### src/hw/rtl/iwcd_pkg.sv
// Shared widths, constants and calendar tables for the ISO week to calendar date block.
package iwcd_pkg;

   localparam int YEAR_W  = 14;
   localparam int WEEK_W  = 6;
   localparam int MONTH_W = 4;
   localparam int DAY_W   = 5;

   // Reciprocal constants: floor(x * MULT >> SHIFT) equals x / divisor for x below 43690.
   localparam int DIV100_MULT  = 5243;
   localparam int DIV100_SHIFT = 19;
   localparam int DIV7_MULT    = 37450;
   localparam int DIV7_SHIFT   = 18;

   localparam int WEEKS_LONG  = 53;
   localparam int WEEKS_SHORT = 52;
   localparam int DAYS_COMMON = 365;

   // Weekday codes, Sunday first.
   localparam logic [2:0] WD_SUNDAY    = 3'd0;
   localparam logic [2:0] WD_MONDAY    = 3'd1;
   localparam logic [2:0] WD_TUESDAY   = 3'd2;
   localparam logic [2:0] WD_WEDNESDAY = 3'd3;
   localparam logic [2:0] WD_THURSDAY  = 3'd4;
   localparam logic [2:0] WD_FRIDAY    = 3'd5;
   localparam logic [2:0] WD_SATURDAY  = 3'd6;

   typedef logic signed [2:0] offset_type;

   // Offset of the Monday of week 1 from January 1, by the weekday of January 1.
   function automatic offset_type week1_offset(input logic [2:0] wd);
      offset_type off;
      case (wd)
         WD_SUNDAY:    off = 3'sd1;
         WD_MONDAY:    off = 3'sd0;
         WD_TUESDAY:   off = -3'sd1;
         WD_WEDNESDAY: off = -3'sd2;
         WD_THURSDAY:  off = -3'sd3;
         WD_FRIDAY:    off = 3'sd3;
         WD_SATURDAY:  off = 3'sd2;
         default:      off = 3'sd0;
      endcase
      return off;
   endfunction

   // Number of days in the year before the first day of the given month.
   function automatic logic [8:0] month_start(input logic [3:0] month, input logic leap);
      logic [8:0] base;
      case (month)
         4'd1:    base = 9'd0;
         4'd2:    base = 9'd31;
         4'd3:    base = 9'd59;
         4'd4:    base = 9'd90;
         4'd5:    base = 9'd120;
         4'd6:    base = 9'd151;
         4'd7:    base = 9'd181;
         4'd8:    base = 9'd212;
         4'd9:    base = 9'd243;
         4'd10:   base = 9'd273;
         4'd11:   base = 9'd304;
         4'd12:   base = 9'd334;
         default: base = 9'd0;
      endcase
      if (month >= 4'd3) begin
         base = base + {8'd0, leap};
      end
      return base;
   endfunction

endpackage

### src/hw/rtl/iso_week_to_calendar_date.sv
// Top level: converts a year and ISO week number to the date of the week's Monday.
// The result strobe travels through a valid shift register beside the data stages,
// so it marks the result of each accepted transaction at the outputs.
// Throughput: one transaction per cycle; eight register stages, busy is tied low.
// The receiver cannot stall, so results leave in order from the last stage.
// Reset (synchronous, active high) clears the stage valid bits; data registers are not reset.
module iso_week_to_calendar_date (
   input  logic                          clock,
   input  logic                          reset,
   input  logic                          start,
   output logic                          busy,
   input  logic [iwcd_pkg::YEAR_W-1:0]   req_year_in,
   input  logic [iwcd_pkg::WEEK_W-1:0]   req_week_number,
   output logic                          rsp_strobe,
   output logic [iwcd_pkg::YEAR_W-1:0]   rsp_year_out,
   output logic [iwcd_pkg::MONTH_W-1:0]  rsp_month_out,
   output logic [iwcd_pkg::DAY_W-1:0]    rsp_day_of_month
);

   localparam int LATENCY = 8;

   typedef struct packed {
      logic [iwcd_pkg::YEAR_W-1:0] year;
      logic [iwcd_pkg::WEEK_W-1:0] week;
      logic [7:0]                  qu;     // (year + 399) / 100
      logic [7:0]                  qy;     // year / 100
   } s1_type;

   typedef struct packed {
      logic [iwcd_pkg::YEAR_W-1:0] year;
      logic [iwcd_pkg::WEEK_W-1:0] week;
      logic [14:0]                 sum;    // weekday sum before reduction by seven
      logic                        leap_m1;
      logic                        leap_y;
      logic                        leap_p1;
   } s2_type;

   typedef struct packed {
      logic [iwcd_pkg::YEAR_W-1:0] year;
      logic [iwcd_pkg::WEEK_W-1:0] week;
      logic [14:0]                 sum;
      logic [11:0]                 q7;
      logic                        leap_m1;
      logic                        leap_y;
      logic                        leap_p1;
   } s3_type;

   typedef struct packed {
      logic [iwcd_pkg::YEAR_W-1:0] year;
      logic [iwcd_pkg::WEEK_W-1:0] week;
      logic [2:0]                  wd;
      logic                        roll;
      logic                        leap_m1;
      logic                        leap_y;
      logic                        leap_p1;
   } s4_type;

   typedef struct packed {
      logic [iwcd_pkg::YEAR_W-1:0] year;
      logic signed [9:0]           doy;
      logic                        roll;
      logic                        leap_m1;
      logic                        leap_y;
      logic                        leap_p1;
   } s5_type;

   typedef struct packed {
      logic [iwcd_pkg::YEAR_W-1:0] year;
      logic [8:0]                  doy;
      logic                        leap;
   } s6_type;

   typedef struct packed {
      logic [iwcd_pkg::YEAR_W-1:0]  year;
      logic [8:0]                   doy;
      logic                         leap;
      logic [iwcd_pkg::MONTH_W-1:0] month;
   } s7_type;

   typedef struct packed {
      logic [iwcd_pkg::YEAR_W-1:0]  year;
      logic [iwcd_pkg::MONTH_W-1:0] month;
      logic [iwcd_pkg::DAY_W-1:0]   day;
   } s8_type;

   logic               accept;
   logic [LATENCY-1:0] vld_ff, vld_in;
   s1_type             s1_ff, s1_in;
   s2_type             s2_ff, s2_in;
   s3_type             s3_ff, s3_in;
   s4_type             s4_ff, s4_in;
   s5_type             s5_ff, s5_in;
   s6_type             s6_ff, s6_in;
   s7_type             s7_ff, s7_in;
   s8_type             s8_ff, s8_in;

   assign busy   = 1'b0;
   assign accept = start && !busy;
   assign vld_in = {vld_ff[LATENCY-2:0], accept};

   // Stage 1: divide year and year + 399 by one hundred.
   always_comb begin
      logic [14:0] u;
      logic [27:0] prod_u;
      logic [27:0] prod_y;
      u            = {1'b0, req_year_in} + 15'd399;
      prod_u       = 28'(u) * 28'(iwcd_pkg::DIV100_MULT);
      prod_y       = 28'(req_year_in) * 28'(iwcd_pkg::DIV100_MULT);
      s1_in.year   = req_year_in;
      s1_in.week   = req_week_number;
      s1_in.qu     = prod_u[iwcd_pkg::DIV100_SHIFT +: 8];
      s1_in.qy     = prod_y[iwcd_pkg::DIV100_SHIFT +: 8];
   end

   // Stage 2: weekday sum for January 1 and the leap flags of the neighboring years.
   always_comb begin
      logic [14:0] u;
      logic [14:0] ry_full;
      logic [6:0]  ry;
      logic [1:0]  m4;
      logic [6:0]  r_alt;
      logic [1:0]  q_alt;
      logic [1:0]  m4_alt;
      u       = {1'b0, s1_ff.year} + 15'd399;
      ry_full = {1'b0, s1_ff.year} - 15'(s1_ff.qy) * 15'd100;
      ry      = ry_full[6:0];
      m4      = s1_ff.year[1:0];

      s2_in.year   = s1_ff.year;
      s2_in.week   = s1_ff.week;
      s2_in.sum    = u + {2'd0, u[14:2]} - {7'd0, s1_ff.qu} + {9'd0, s1_ff.qu[7:2]} + 15'd1;
      s2_in.leap_y = (m4 == 2'd0) && ((ry != 7'd0) || (s1_ff.qy[1:0] == 2'd0));

      r_alt  = (ry == 7'd99) ? 7'd0 : ry + 7'd1;
      q_alt  = s1_ff.qy[1:0] + {1'b0, ry == 7'd99};
      m4_alt = m4 + 2'd1;
      s2_in.leap_p1 = (m4_alt == 2'd0) && ((r_alt != 7'd0) || (q_alt == 2'd0));

      // For year zero the year before is not a multiple of four, so the borrow is harmless.
      r_alt  = (ry == 7'd0) ? 7'd99 : ry - 7'd1;
      q_alt  = s1_ff.qy[1:0] - {1'b0, ry == 7'd0};
      m4_alt = m4 - 2'd1;
      s2_in.leap_m1 = (m4_alt == 2'd0) && ((r_alt != 7'd0) || (q_alt == 2'd0));
   end

   // Stage 3: quotient of the weekday sum by seven.
   always_comb begin
      logic [30:0] prod7;
      prod7         = 31'(s2_ff.sum) * 31'(iwcd_pkg::DIV7_MULT);
      s3_in.year    = s2_ff.year;
      s3_in.week    = s2_ff.week;
      s3_in.sum     = s2_ff.sum;
      s3_in.q7      = prod7[iwcd_pkg::DIV7_SHIFT +: 12];
      s3_in.leap_m1 = s2_ff.leap_m1;
      s3_in.leap_y  = s2_ff.leap_y;
      s3_in.leap_p1 = s2_ff.leap_p1;
   end

   // Stage 4: weekday, week count of the year and rollover into the next year.
   always_comb begin
      logic [14:0] rem_full;
      logic [2:0]  wd;
      logic [5:0]  nweeks;
      logic [3:0]  wd_next;
      rem_full = s3_ff.sum - 15'(s3_ff.q7) * 15'd7;
      wd       = rem_full[2:0];
      nweeks   = ((wd == iwcd_pkg::WD_THURSDAY) ||
                  ((wd == iwcd_pkg::WD_WEDNESDAY) && s3_ff.leap_y)) ?
                 6'(iwcd_pkg::WEEKS_LONG) : 6'(iwcd_pkg::WEEKS_SHORT);
      wd_next  = {1'b0, wd} + 4'd1 + {3'd0, s3_ff.leap_y};
      if (wd_next >= 4'd7) begin
         wd_next = wd_next - 4'd7;
      end

      s4_in.year    = s3_ff.year;
      s4_in.roll    = s3_ff.week > nweeks;
      s4_in.week    = s4_in.roll ? s3_ff.week - nweeks : s3_ff.week;
      s4_in.wd      = s4_in.roll ? wd_next[2:0] : wd;
      s4_in.leap_m1 = s3_ff.leap_m1;
      s4_in.leap_y  = s3_ff.leap_y;
      s4_in.leap_p1 = s3_ff.leap_p1;
   end

   // Stage 5: day of the year of the Monday, which may lie outside the year.
   always_comb begin
      logic [9:0] w7;
      w7            = {1'b0, s4_ff.week, 3'b000} - {4'd0, s4_ff.week};
      s5_in.year    = s4_ff.year;
      s5_in.doy     = $signed(w7) + 10'(iwcd_pkg::week1_offset(s4_ff.wd)) - 10'sd6;
      s5_in.roll    = s4_ff.roll;
      s5_in.leap_m1 = s4_ff.leap_m1;
      s5_in.leap_y  = s4_ff.leap_y;
      s5_in.leap_p1 = s4_ff.leap_p1;
   end

   // Stage 6: move the day into the previous or next year where it falls outside.
   always_comb begin
      logic [14:0] yp;
      logic        leap_p;
      logic        leap_pm1;
      logic [9:0]  days_p;
      logic [9:0]  days_pm1;
      logic [9:0]  doy_u;
      yp       = {1'b0, s5_ff.year} + {14'd0, s5_ff.roll};
      leap_p   = s5_ff.roll ? s5_ff.leap_p1 : s5_ff.leap_y;
      leap_pm1 = s5_ff.roll ? s5_ff.leap_y : s5_ff.leap_m1;
      days_p   = 10'(iwcd_pkg::DAYS_COMMON) + {9'd0, leap_p};
      days_pm1 = 10'(iwcd_pkg::DAYS_COMMON) + {9'd0, leap_pm1};
      doy_u    = s5_ff.doy;
      if (s5_ff.doy <= 10'sd0) begin
         s6_in.year = 14'(yp - 15'd1);
         s6_in.doy  = 9'(doy_u + days_pm1);
         s6_in.leap = leap_pm1;
      end else if (s5_ff.doy > $signed(days_p)) begin
         // Only reachable without rollover, so the following year is year + 1.
         s6_in.year = 14'(yp + 15'd1);
         s6_in.doy  = 9'(doy_u - days_p);
         s6_in.leap = s5_ff.leap_p1;
      end else begin
         s6_in.year = 14'(yp);
         s6_in.doy  = doy_u[8:0];
         s6_in.leap = leap_p;
      end
   end

   // Stage 7: month from eleven parallel compares against the month start table.
   always_comb begin
      logic [3:0] count;
      count = 4'd0;
      for (int k = 2; k <= 12; k++) begin
         if (s6_ff.doy > iwcd_pkg::month_start(4'(k), s6_ff.leap)) begin
            count = count + 4'd1;
         end
      end
      s7_in.year  = s6_ff.year;
      s7_in.doy   = s6_ff.doy;
      s7_in.leap  = s6_ff.leap;
      s7_in.month = count + 4'd1;
   end

   // Stage 8: day within the month.
   always_comb begin
      logic [8:0] day_full;
      day_full    = s7_ff.doy - iwcd_pkg::month_start(s7_ff.month, s7_ff.leap);
      s8_in.year  = s7_ff.year;
      s8_in.month = s7_ff.month;
      s8_in.day   = day_full[iwcd_pkg::DAY_W-1:0];
   end

   always_ff @(posedge clock) begin
      if (reset) begin
         vld_ff <= '0;
      end else begin
         vld_ff <= vld_in;
      end
   end

   always_ff @(posedge clock) begin
      s1_ff <= s1_in;
      s2_ff <= s2_in;
      s3_ff <= s3_in;
      s4_ff <= s4_in;
      s5_ff <= s5_in;
      s6_ff <= s6_in;
      s7_ff <= s7_in;
      s8_ff <= s8_in;
   end

   assign rsp_strobe       = vld_ff[LATENCY-1];
   assign rsp_year_out     = s8_ff.year;
   assign rsp_month_out    = s8_ff.month;
   assign rsp_day_of_month = s8_ff.day;

`ifndef ASSERT_OFF
   a_latency: assert property (@(posedge clock) disable iff (reset)
      accept |-> ##LATENCY rsp_strobe)
      else $error("accepted transaction did not produce a result on time");

   a_origin: assert property (@(posedge clock) disable iff (reset)
      rsp_strobe |-> $past(accept, LATENCY))
      else $error("result strobe without a matching accepted transaction");

   a_month: assert property (@(posedge clock) disable iff (reset)
      rsp_strobe |-> (rsp_month_out >= 4'd1) && (rsp_month_out <= 4'd12))
      else $error("month out of range");

   a_day: assert property (@(posedge clock) disable iff (reset)
      rsp_strobe |-> (rsp_day_of_month >= 5'd1) &&
                     ((rsp_month_out != 4'd2) || (rsp_day_of_month <= 5'd29)) &&
                     (!((rsp_month_out == 4'd4) || (rsp_month_out == 4'd6) ||
                        (rsp_month_out == 4'd9) || (rsp_month_out == 4'd11)) ||
                      (rsp_day_of_month <= 5'd30)))
      else $error("day does not fit the month");
`endif

endmodule

### config.mk
export PLATFORM = sky130hd
export DESIGN_NAME = iso_week_to_calendar_date
export DESIGN_NICKNAME = d
export VERILOG_FILES = /design/src/hw/rtl/iwcd_pkg.sv /design/src/hw/rtl/iso_week_to_calendar_date.sv
export SDC_FILE = /design/constraint.sdc
export NUM_CORES = 1
export LEC_CHECK = 0
export BUFFER_PORTS_ARGS = -buffer_cell sky130_fd_sc_hd__clkbuf_2
export CAP_MARGIN = 30
export CORE_UTILIZATION = 45
export CTS_CLUSTER_SIZE = 20
export DETAILED_ROUTE_END_ITERATION = 8
export MAX_ROUTING_LAYER = met4
export SLEW_MARGIN = 5
export SYNTH_ARGS = -nofsm -noshare
export SYNTH_HDL_FRONTEND = slang
export SYNTH_SLANG_ARGS = --single-unit
### constraint.sdc
create_clock -name clock -period 7 [get_ports clock]
set_clock_uncertainty 0.1 [all_clocks]
set_input_delay 1.4 -clock clock [delete_from_list [all_inputs] [get_ports clock]]
set_output_delay 1.4 -clock clock [all_outputs]
set_load 0.02 [all_outputs]
Word level (Yosys, flattened, before mapping)
Memories as Yosys holds them, arrays and structs flattened. A register that Yosys moved wholly into a read port is not among the register bits.
Index checks and enable logic that the tools add are counted.
{"block": "classes", "n_eq_ne": 8, "addsub": 51, "n_reduce_logical": 19, "n_mul": 5, "n_mux": 23, "n_lt_le_gt_ge": 16}
{"cell": "9-bit > comparator", "count": 7}
{"cell": "24-bit 2-to-1 mux", "count": 2}
{"cell": "4-bit by 1-bit adder with 4-bit output (second input constant)", "count": 10}
{"cell": "4-bit 2-to-1 mux", "count": 10}
{"cell": "8-bit by 1-bit adder with 9-bit output (first input constant)", "count": 4}
{"cell": "9-bit by 1-bit adder with 9-bit output (first input constant)", "count": 4}
{"cell": "14-bit by 9-bit adder with 15-bit output (second input constant)", "count": 2}
{"cell": "15-bit by 15-bit multiplier with 29-bit output (second input constant)", "count": 1}
{"cell": "14-bit by 13-bit multiplier with 27-bit output (second input constant)", "count": 1}
{"cell": "15-bit by 13-bit multiplier with 27-bit output (second input constant)", "count": 1}
{"cell": "7-bit nonzero test", "count": 3}
{"cell": "9-bit by 8-bit > comparator with 1-bit output", "count": 2}
{"cell": "3-bit one-hot mux with 6 select lines", "count": 1}
{"cell": "7-bit by 1-bit adder with 8-bit output (first input constant)", "count": 2}
{"cell": "15-bit by 1-bit adder with 15-bit output (second input constant)", "count": 1}
{"cell": "15-bit by 13-bit adder with 15-bit output", "count": 1}
{"cell": "15-bit by 6-bit adder with 15-bit output", "count": 1}
{"cell": "15-bit by 8-bit subtractor with 15-bit output", "count": 1}
{"cell": "14-bit by 1-bit adder with 14-bit output", "count": 1}
{"cell": "14-bit by 1-bit adder with 14-bit output (second input constant)", "count": 1}
{"cell": "7-bit 2-to-1 mux", "count": 2}
{"cell": "14-bit by 1-bit subtractor with 14-bit output (second input constant)", "count": 1}
{"cell": "3-bit == test (second input constant)", "count": 4}
{"cell": "2-bit zero test", "count": 6}
{"cell": "other kinds (41)", "count": 53}
{"block": "word_totals", "elab_cells": 164, "regBits": 246, "memories": 1, "rom_bits": 144, "inputBits": 23, "out_inout_bits": 25}
{"memory": "(name not given)", "words": 16, "width": 9, "read_ports": 1, "rd_ports_with_merged_regs": 1, "wr": 0, "line": "iwcd_pkg.sv:49", "source": "case (month)"}

Depth between registers and ports, before layout
Gate-level depths: netlist of run 1.
{"block": "depth", "word_depth": 23, "depth_mapped": 38}

Worst setup path before layout of run 1
OpenSTA, ideal clock, no wires.
{"block": "synth_path", "path_kind": "in2reg", "startpoint": "in req_year_in[1] (netlist bit)", "endpoint": "reg s1_ff[15] (netlist bit)", "path_slack_ns": -0.511, "t_required_ns": 6.828, "path_buffers": 0, "arrival_time_ns": 7.338, "stages": 25, "cell_sequence": "inv_1 ha_1 a21boi_0 nor2b_1 o21ai_0 o21a_1 nand3b_1 xnor2_1 inv_1 ha_1 fa_1 fa_1 inv_1 fa_1 inv_1 fa_1 ha_1 o21ai_0 a21oi_1 nand3_1 o221ai_1 o41ai_1 a21oi_1 a21oi_1 xnor2_1"}
{"element": "start, declared", "line": "iso_week_to_calendar_date.sv:12", "source": "input logic [iwcd_pkg::YEAR_W-1:0] req_year_in,"}
{"element": "end signal, assigned", "line": "iso_week_to_calendar_date.sv:259", "source": "s1_ff <= s1_in;"}
{"element": "end, declared", "line": "iso_week_to_calendar_date.sv:88", "source": "s1_type s1_ff, s1_in;"}

==> metrics.md, run 1 <==
| Metric | Value |
|---|---|
| Status | `finished, final reports clean` |
| DRC Markers | `0` |
| CTS tree | `done` |
| CP Buf/Inv Count | `6` |
| Post-synth EDFFs | `0` |
| Number of global-route vias before repair | `13305` |
| Crit path capture type | `register` |
| Crit path kind | `register to register` |
| Fillcell total | `3741` |
| Pin count of the biggest net entering global routing | `25` |
| CP max stage cell | `dfxtp_2` |
| Via count | `12923` |
| Reg area | `4786 um2` |
| CTS H-tree lvls | `1` |
| I/O pins | `48` |
| Pre-antenna DRT Iters | `4` |
| Grt ovf | `0` |
| Worst Path Max Fanout | `5` |
| Tmin final | `6648 ps` |
| Die height | `210.0 um` |
| Post-DP HPWL | `30610 um` |
| Final worst slack | `351.8 ps` |
| Port bufs | `46` |
| Post-Syn Area | `19470 um2` |
| Tightest Hold Check Type | `register to register` |
| Setup violators final | `0` |
| Post-layout nets | `2660` |
| Initial DRC count | `514` |
| Synth warn | `0` |
| RePlAce Congestion | `0.9013` |
| CP delay by family, top | `compound AO/OA/AOI/OAI gates` |
| Area of the multi-input gates | `around 13000 um2` |
| CORE AREA | `42320 um2` |
| GRT Util Overall | `17.85%` |
| Crit path depth | `38` |
| Share of cells above drive strength 1 | `14.90%` |
| Slew Limit Fails | `0` |
| Post-synth ARST share | `0%` |
| Reg2Reg Setup Slack | `350 ps` |
| Critical Path Source Type | `register` |
| Max incr delay on CP | `approximately 350 ps` |
| F_max | `0.1504 GHz` |
| Clk_lat worst skew | `550 ps` |
| Drt wl/cell | `13.61 um` |
| Synth unique cells | `slightly below 100` |
| # diodes | `0` |
| Num rows | `75` |
| Rel. slew slack | `between 40% and 50%` |
| Max Buffers Root-to-Sink | `3` |
| Final Hold Fails | `0` |
| DR vias/cell | `4.813` |
| Period utilisation layout | `94.97%` |
| Post-Synthesis Cells | `1909` |
| CTS buffer count | `26` |
| Syn nets | `2480` |
| Chip Width | `between 200 and 250 um` |
| Final antenna-violating net count | `0` |
| Die area | `44090 um2` |
| Post-synthesis sequential area ratio | `24.58%` |
| Clock Sink Count | `239` |
| Worst slew pin tran | `around 770 ps` |
| Global-route wire length before repair | `62730 um` |
| RSZ-0062 raised after global routing | `yes` |
| Critical Path RT | `7360 ps` |
| Syn avg cell area | `10.20 um2` |
| Initial Util | `46.00%` |
| Worst-path clk slew | `60 ps` |
| Clk root buf | `clkbuf_16` |
| Hold Path Depth | `0` |
| #FFs+latches synth | `239` |
| Yosys top cell area share | `24.58%` |
| Synth top area cells | `dfxtp_1 (25%), ha_1 (24%), fa_1 (19%)` |
| Critical path data arrival time | `7000 ps` |
| CP most frequent cell | `ha_4` |
| Total length of routed wires | `36550 um` |
| R2R cell count | `38` |
| Antenna violations before repair | `0` |
| Max-Cap Viols | `0` |
| Synth area leader | `dfxtp_1` |
| Dpl ws | `-326.7 ps` |
| Area delta synth->final | `15.32%` |
| Ys flop type | `dfxtp_1` |
## state kept, by name (all words and copies together), names as in the netlist, named ones only
register          cells
s2_ff                38
vld_ff                8
s6_ff                24
rsp_year_out         14
rsp_month_out         4
s3_ff                29
rsp_day_of_month      5
s1_ff                33
s4_ff                27
s7_ff                24
s5_ff                28
## synthesized netlist by cell type, types with 17 or more instances
master   count
a21o_1      29
nand2_1     68
a21oi_1     46
ha_1       367
o21ai_0     48
nor3_1      17
nand3_1     23
xnor2_1     99
dfxtp_1    239
nor2_1      63
nor2b_1     19
xor2_1      41
fa_1       181
inv_1      413
## per-stage QoR
stage          util (%)  area, um2  setup TNS [ps]  cells  hold slack (ps)
3_5_place_dp      50.15      21220           -1668   2622            212.1
3_3_place_gp      50.15      21220          -789.5   2622            210.0
6_report          53.04      22450               0   2685            221.6
5_1_grt           53.04      22450          -63.17   2685            224.4
2_1_floorplan         -      19580               0   1909            209.6
4_1_cts           52.52      22230               0   2679            219.7
## metal layers
layer	part of all wire [%]	track usage (%)
met1	46	22.60
met2	49	30.74
met3	2.7	1.862
met4	1.6	4.027
met5	0	-
## what timing repair did
action                                  CTS  global route
hold buffers                              0             0
endpoints found under the setup margin    3            12
pin swaps                                14            29
endpoints found under the hold margin     0             0
buffers inserted                         10             8
resized for setup                        12            34
## final timing paths
kind / from / end
worst max-delay path: s6_ff[0]$_DFF_P_ / register
worst min-delay path: s3_ff[39]$_DFF_P_ / s4_ff[16]$_DFF_P_
worst max register to register: s6_ff[0]$_DFF_P_ / register
worst min register to register: s3_ff[39]$_DFF_P_ / s4_ff[16]$_DFF_P_
## cell type report
class	count	area share (%)
clock buffers	28	2.932
clock inverters	19	0.9141
inverters	416	6.995
multi-input cells	1237	59.45
flip-flops and latches	239	21.32
well taps	577	3.216
repair buffers	169	5.172
## kinds of logic after synthesis
family / count (synthesis) / synth area share, %
buf+inv: 433 / 8.613
compound gates: 245 / 8.870
other cells: 1 / 0.01926
flops: 239 / 24.58
xor+xnor: 148 / 7.180
fa+ha+maj: 548 / 42.20
mux: 15 / 0.8420
simple gates: 280 / 7.694
## worst register-to-register path: cells and delay by family (launching register included)
| kind | cells | cell delay (ps) |
|---|---|---|
| mux | 2 | 220 |
| simple gates | 7 | 670 |
| flops | 1 | 350 |
| xor+xnor | 4 | 710 |
| compound gates | 11 | 2030 |
| fa+ha+maj | 8 | 1930 |
| buf+inv | 6 | 570 |
## cell usage in the layout, fill, tap and decap left out, drive strengths merged, types with 5 or more instances in the layout
master / count
inv: 416
ha: 367
dfxtp: 239
fa: 181
buf: 123
xnor2: 103
clkbuf: 74
nand2: 71
nor2: 65
o21ai: 51
a21oi: 49
xor2: 44
a21o: 29
nand3: 25
nor3: 20
nor2b: 19
clkinv: 15
a21boi: 12
and2: 11
o21bai: 10
and3: 10
o22ai: 10
mux2i: 10
a31oi: 10
nand2b: 10
nor4: 10
a211oi: 10
nand4: 9
o31ai: 8
o21a: 7
or3: 7
a31o: 6
a211o: 5
mux2: 5
Power of run 1 is not shown: default switching activity piles up to over one toggle a cycle in this logic, so the estimate is an artifact.
==> run 2: changes to the inputs <==
- ABC_AREA: not set -> 1
- CORE_MARGIN: not set -> 2
==> metrics.md, run 2 <==
| Metric | Value |
|---|---|
| Status | `finished, final reports clean` |
| Worst Path Max Fanout | `5 (unchanged)` |
| Most frequent cells in the layout | `inv_1 (527), ha_1 (359), dfxtp_1 (237), nand2_1 (232), fa_1 (181)` |
| Post-synth ARST share | `0% (unchanged)` |
| RSZ-0062 raised after global routing | `no` |
| Slew Limit Fails | `0 (unchanged)` |
| Initial DRC count | `355 (-31%)` |
| Critical Path Source Type | `primary input` |
| Clk root buf | `clkbuf_16` |
| Via count | `13584 (+5.1%)` |
| Max incr delay on CP | `540 ps (+190 ps)` |
| Grt met3 use | `2.500% (+0.64 points)` |
| Final Hold Fails | `0 (unchanged)` |
| CP Buf/Inv Count | `10 (+4)` |
| Period utilisation layout | `93.65% (-1.3 points)` |
| CTS buffer count | `26 (unchanged)` |
| I/O pins | `48 (unchanged)` |
| Max-Cap Viols | `0 (unchanged)` |
| Tmin final | `6555 ps (-92.71 ps)` |
| Commonest non-fill, non-tap cell in the layout | `inv_1` |
| Grt met2 use | `31.03% (+0.30 points)` |
| Largest regs | `s2_ff x38, s1_ff x33, s3_ff x29` |
| Global-route wire length before repair | `65360 um (+4.2%)` |
| Worst-path clk slew | `70 ps (about the same)` |
| CP max stage cell | `fa_1` |
| Num rows | `76 (+1.3%)` |
| Synth unique cells | `47 (-53%)` |
| Final antenna-violating net count | `0 (unchanged)` |
| Top cells by count, synth | `inv_1 (534), ha_1 (367), dfxtp_1 (239)` |
| Chip Width | `212.8 um (+1.3%)` |
| Max Buffers Root-to-Sink | `3 (unchanged)` |
| Setup violators final | `0 (unchanged)` |
| CP delay by family, top | `adder cells` |
| Number of global-route vias before repair | `14011 (+5.3%)` |
| Pin count of the biggest net entering global routing | `20 (-20%)` |
| Die area | `45280 um2 (+2.7%)` |
| Ys flop type | `dfxtp_1` |
| Die height | `212.8 um (+1.3%)` |
| Synth top area cells | `dfxtp_1 (24%), ha_1 (23%), fa_1 (18%)` |
| F_max | `0.1525 GHz (+1.4%)` |
| Drt wl/cell | `12.89 um (-5.3%)` |
| Top-count cell post-synth | `inv_1` |
| Gr busiest metal | `met2` |
| DR vias/cell | `4.638 (-3.6%)` |
| Post-DP HPWL | `32060 um (+4.8%)` |
| Critical Path RT | `7340 ps (-20 ps)` |
| CTS tree | `done` |
| Post-synth EDFFs | `0 (unchanged)` |
| Critical path data arrival time | `6890 ps (-110 ps)` |
| DRC Markers | `0 (unchanged)` |
| Clock Sink Count | `239 (unchanged)` |
| Synth warn | `0 (unchanged)` |
| Total length of routed wires | `37750 um (+3.3%)` |
| Worst slew pin tran | `718.7 ps (-55.54 ps)` |
| Final non-filler cell total | `2929 (+9.1%)` |
| Share of cells above drive strength 1 | `12.03% (-2.9 points)` |
| Clk_lat worst skew | `560 ps (about the same)` |
| Post-Synthesis Cells | `2171 (+14%)` |
| Initial Util | `45.54% (-0.45 points)` |
| RePlAce Congestion | `0.8854 (-1.8%)` |
| Hold-fix buffers, CTS | `0 (unchanged)` |
| GRT met1 Usage | `23.05% (+0.46 points)` |
| Syn nets | `2742 (+11%)` |
| Post-Syn Area | `19620 um2 (+0.78%)` |
| Synth area leader | `dfxtp_1` |
| CP most frequent cell | `inv_1` |
| Post-layout nets | `2897 (+8.9%)` |
| Yosys top cell area share | `24.39% (-0.19 points)` |
| Biggest register | `s2_ff` |
| Area delta synth->final | `13.53%` |
| Rel. slew slack | `51.91% (+3.8 points)` |
| CORE AREA | `43080 um2 (+1.8%)` |
| Post-synthesis sequential area ratio | `24.39% (-0.19 points)` |
| Crit path capture type | `register` |
| Port bufs | `46 (unchanged)` |
| Max FFs per register | `38 (unchanged)` |
| Crit path kind | `primary input to register` |
| Pre-antenna DRT Iters | `4 (unchanged)` |
| Syn avg cell area | `9.037 um2 (-11%)` |
| Placed cell count | `2879 (+9.8%)` |
| # diodes | `0 (unchanged)` |
| #FFs+latches synth | `239 (unchanged)` |
| Antenna violations before repair | `0 (unchanged)` |
| Grt ovf | `0 (unchanged)` |
| GRT Util Overall | `18.22% (+0.37 points)` |
| CTS H-tree lvls | `1 (unchanged)` |
| Tightest Hold Check Type | `register to register` |
==> run 2: cell families after synthesis <==
kind of cell,synth area share [%]
fa+ha+maj,41.88
flops,24.39
buf+inv,10.45
simple gates,12.54
xor+xnor,5.402
compound gates,5.166
mux,0.1594
other cells,0.01911
==> run 2: worst register-to-register path: cells and delay by family (launching register included) <==
family	cells	cell delay (ps)
adders and majority gates	9	2270
AOI/OAI and AO/OA	1	210
buffers and inverters	12	740
DFF	1	330
and+or+nand+nor	28	2730
==> run 2: stage by stage <==
stage	cell area [um2]	hold WS (ps)	setup TNS [ps]	worst slack [ps]	util [%]
2_1_floorplan	19670	209.6	0	7.707	-
3_3_place_gp	21220	211.2	-997.8	-228.1	49.27
3_5_place_dp	21220	212.1	-1824	-293.5	49.27
4_1_cts	22120	219.4	0	12.50	51.35
5_1_grt	22270	226.0	0	4.027	51.71
6_report	22270	214.6	0	444.5	51.71
==> run 2: layout make-up <==
class	instances	area, um2
Clock inverter	17	186.4
Tap cell	585	732.0
Multi-Input combinational cell	1387	12960
Inverter	540	2036
Clock buffer	29	691.9
Sequential cell	239	4787
Timing Repair Buffer	132	875.8
Fill cell	4026	20800
==> run 2: worst paths after layout <==
kind | start | end | slack, ps | cells past startpoint
hold reg to reg | s4_ff[0]$_DFF_P_ | s5_ff[0]$_DFF_P_ | 210 | 0
setup reg to reg | s6_ff[0]$_DFF_P_ | register | 520 | 50
hold / removal | s4_ff[0]$_DFF_P_ | s5_ff[0]$_DFF_P_ | 210 | 0
setup / recovery | req_year_in[1] | s1_ff[14]$_DFF_P_ | 440 | 32
==> run 2: repair_timing <==
| action | in CTS | in global routing |
|---|---|---|
| setup buffers | 1 | 3 |
| resized for setup | 4 | 29 |
| pin swaps | 1 | 10 |
| endpoints found under the setup margin | 4 | 13 |
==> run 2: routing by layer <==
metal  vias to the layer above  wire, um
li1                       7046         -
met1                      6346     17650
met2                       134     18180
met3                        58      1188
met4                         0       732
met5                         -         0
Power of run 2 is left out for the same reason.
==> run 3: changes to the inputs <==
==> constraint.sdc (replaced) <==
create_clock -name clock -period 7 [get_ports clock]
set_clock_uncertainty 0.1 [all_clocks]
set_input_delay 0 -clock clock [delete_from_list [all_inputs] [get_ports clock]]
set_output_delay 0 -clock clock [all_outputs]
set_load 0.02 [all_outputs]
==> metrics.md, run 3 (same netlist as run 2, synthesis figures left out) <==
| Metric | Value |
|---|---|
| Status | `finished, final reports clean` |
| CP delay by family, top | `simple AND/OR/NAND/NOR gates` |
| Share of cells above drive strength 1 | `8.630% (-3.4 points)` |
| CORE AREA | `43080 um2 (unchanged)` |
| Port bufs | `46 (unchanged)` |
| Setup violators final | `0 (unchanged)` |
| Period utilisation layout | `94.52% (+0.87 points)` |
| DRC Markers | `0 (unchanged)` |
| Die height | `212.8 um (unchanged)` |
| Biggest register | `s2_ff` |
| Global-route wire length before repair | `64350 um (-1.6%)` |
| Fin Hold WS | `149.7 ps (-64.84 ps)` |
| CTS tree | `done` |
| Critical Path RT | `7340 ps (about the same)` |
| Max FFs per register | `38 (unchanged)` |
| Grt ovf | `0 (unchanged)` |
| Worst-path clk slew | `60 ps (about the same)` |
| Clk root buf | `clkbuf_16` |
| Number of global-route vias before repair | `14053 (+0.30%)` |
| Post-layout nets | `2857 (-1.4%)` |
| Tightest Hold Check Type | `primary input to register` |
| Final antenna-violating net count | `0 (unchanged)` |
| Slew Limit Fails | `0 (unchanged)` |
| Drt wl/cell | `12.70 um (-1.4%)` |
| Most frequent cells in the layout | `inv_1 (527), ha_1 (362), dfxtp_1 (238), nand2_1 (233), fa_1 (181)` |
| CTS buffer count | `26 (unchanged)` |
| Via count | `13489 (-0.70%)` |
| Critical path data arrival time | `6960 ps (+70 ps)` |
| Max Buffers Root-to-Sink | `3 (unchanged)` |
| CP Buf/Inv Count | `8 (-2)` |
| CTS H-tree lvls | `1 (unchanged)` |
| Final Hold Fails | `0 (unchanged)` |
| Clk_lat worst skew | `560 ps (about the same)` |
| Worst Path Max Fanout | `6 (+1)` |
| Die area | `45280 um2 (unchanged)` |
| Crit path kind | `register to register` |
| Chip Width | `212.8 um (unchanged)` |
| I/O pins | `48 (unchanged)` |
| Antenna violations before repair | `0 (unchanged)` |
| Pin count of the biggest net entering global routing | `20 (unchanged)` |
| DR vias/cell | `4.666 (+0.61%)` |
| Max-Cap Viols | `0 (unchanged)` |
| RePlAce Congestion | `0.8840 (-0.16%)` |
| Worst slew pin tran | `691.7 ps (-27.05 ps)` |
| CP most frequent cell | `nand2_1` |
| Post-DP HPWL | `30740 um (-4.1%)` |
| Commonest non-fill, non-tap cell in the layout | `inv_1` |
| GRT Util Overall | `17.84% (-0.38 points)` |
| # diodes | `0 (unchanged)` |
| Max incr delay on CP | `330 ps (-210 ps)` |
| Largest regs | `s2_ff x38, s1_ff x33, s3_ff x29` |
| Area delta synth->final | `12.03%` |
| Pre-antenna DRT Iters | `5 (+1)` |
| Crit path capture type | `register` |
| CP max stage cell | `dfxtp_2` |
| Tmin final | `6617 ps (+61.15 ps)` |
| F_max | `0.1511 GHz (-0.92%)` |
| Critical Path Source Type | `register` |
| Clock Sink Count | `239 (unchanged)` |
| Initial Util | `45.54% (unchanged)` |
| Total length of routed wires | `36720 um (-2.7%)` |
| Rel. slew slack | `53.72% (+1.8 points)` |
| Num rows | `76 (unchanged)` |
| Initial DRC count | `488 (+37%)` |
run 3: cell types whose count changed in the layout (fill, tap and decap cells not counted), sizes merged, moves of 3 or more:
cell         change
clkinvlp         -3
dlygate4sd3     +29
clkbuf           +3
buf             -68
run 3: final timing paths:
kind | from | to | slack, ps | cells after the start
max reg2reg | s6_ff[0]$_DFF_P_ | register | 380 | 45
min | req_year_in[13] | s1_ff[35]$_DFF_P_ | 150 | 2
max | s6_ff[0]$_DFF_P_ | register | 380 | 45
min reg2reg | s3_ff[0]$_DFF_P_ | s4_ff[0]$_DFF_P_ | 210 | 0
run 3: repair_timing:
| item | in CTS | in global routing |
|---|---|---|
| hold buffers | 29 | 0 |
| resized for setup | 2 | 23 |
| buffers inserted | 0 | 1 |
| pin swaps | 0 | 2 |
| endpoints found under the hold margin | 28 | 0 |
| setup endpoints to repair | 2 | 12 |
run 3: cell type report:
class | count | area (um2)
tap | 585 | 732.0
clock buffer | 33 | 726.9
sequential | 239 | 4786
timing repair buffer | 92 | 648.1
multi-input combinational | 1387 | 12870
clock inverter | 15 | 185.2
fill | 4061 | 21100
inverter | 540 | 2028
run 3: through the flow:
stage	cells	setup TNS, ps	setup slack, ps	area (um2)	util [%]
floorplan	2171	0	238.4	19620	-
global placement	2813	0	107.6	20680	48.00
detailed placement	2813	-80.98	-80.98	20680	48.00
CTS	2890	0	40.30	21890	50.82
global route	2891	-7.833	-7.833	21980	51.02
finish	2891	0	383.4	21980	51.02
run 3: routing by layer:
layer / share of wire [%] / GRT usage [%] / vias up
met1: 47 / 22.15 / 6333
met5: 0 / - / -
met2: 49 / 31.38 / 136
li1: - / - / 6966
met3: 2.5 / 1.750 / 54
met4: 1.9 / 4.148 / 0
Power of run 3 is left out for the same reason.
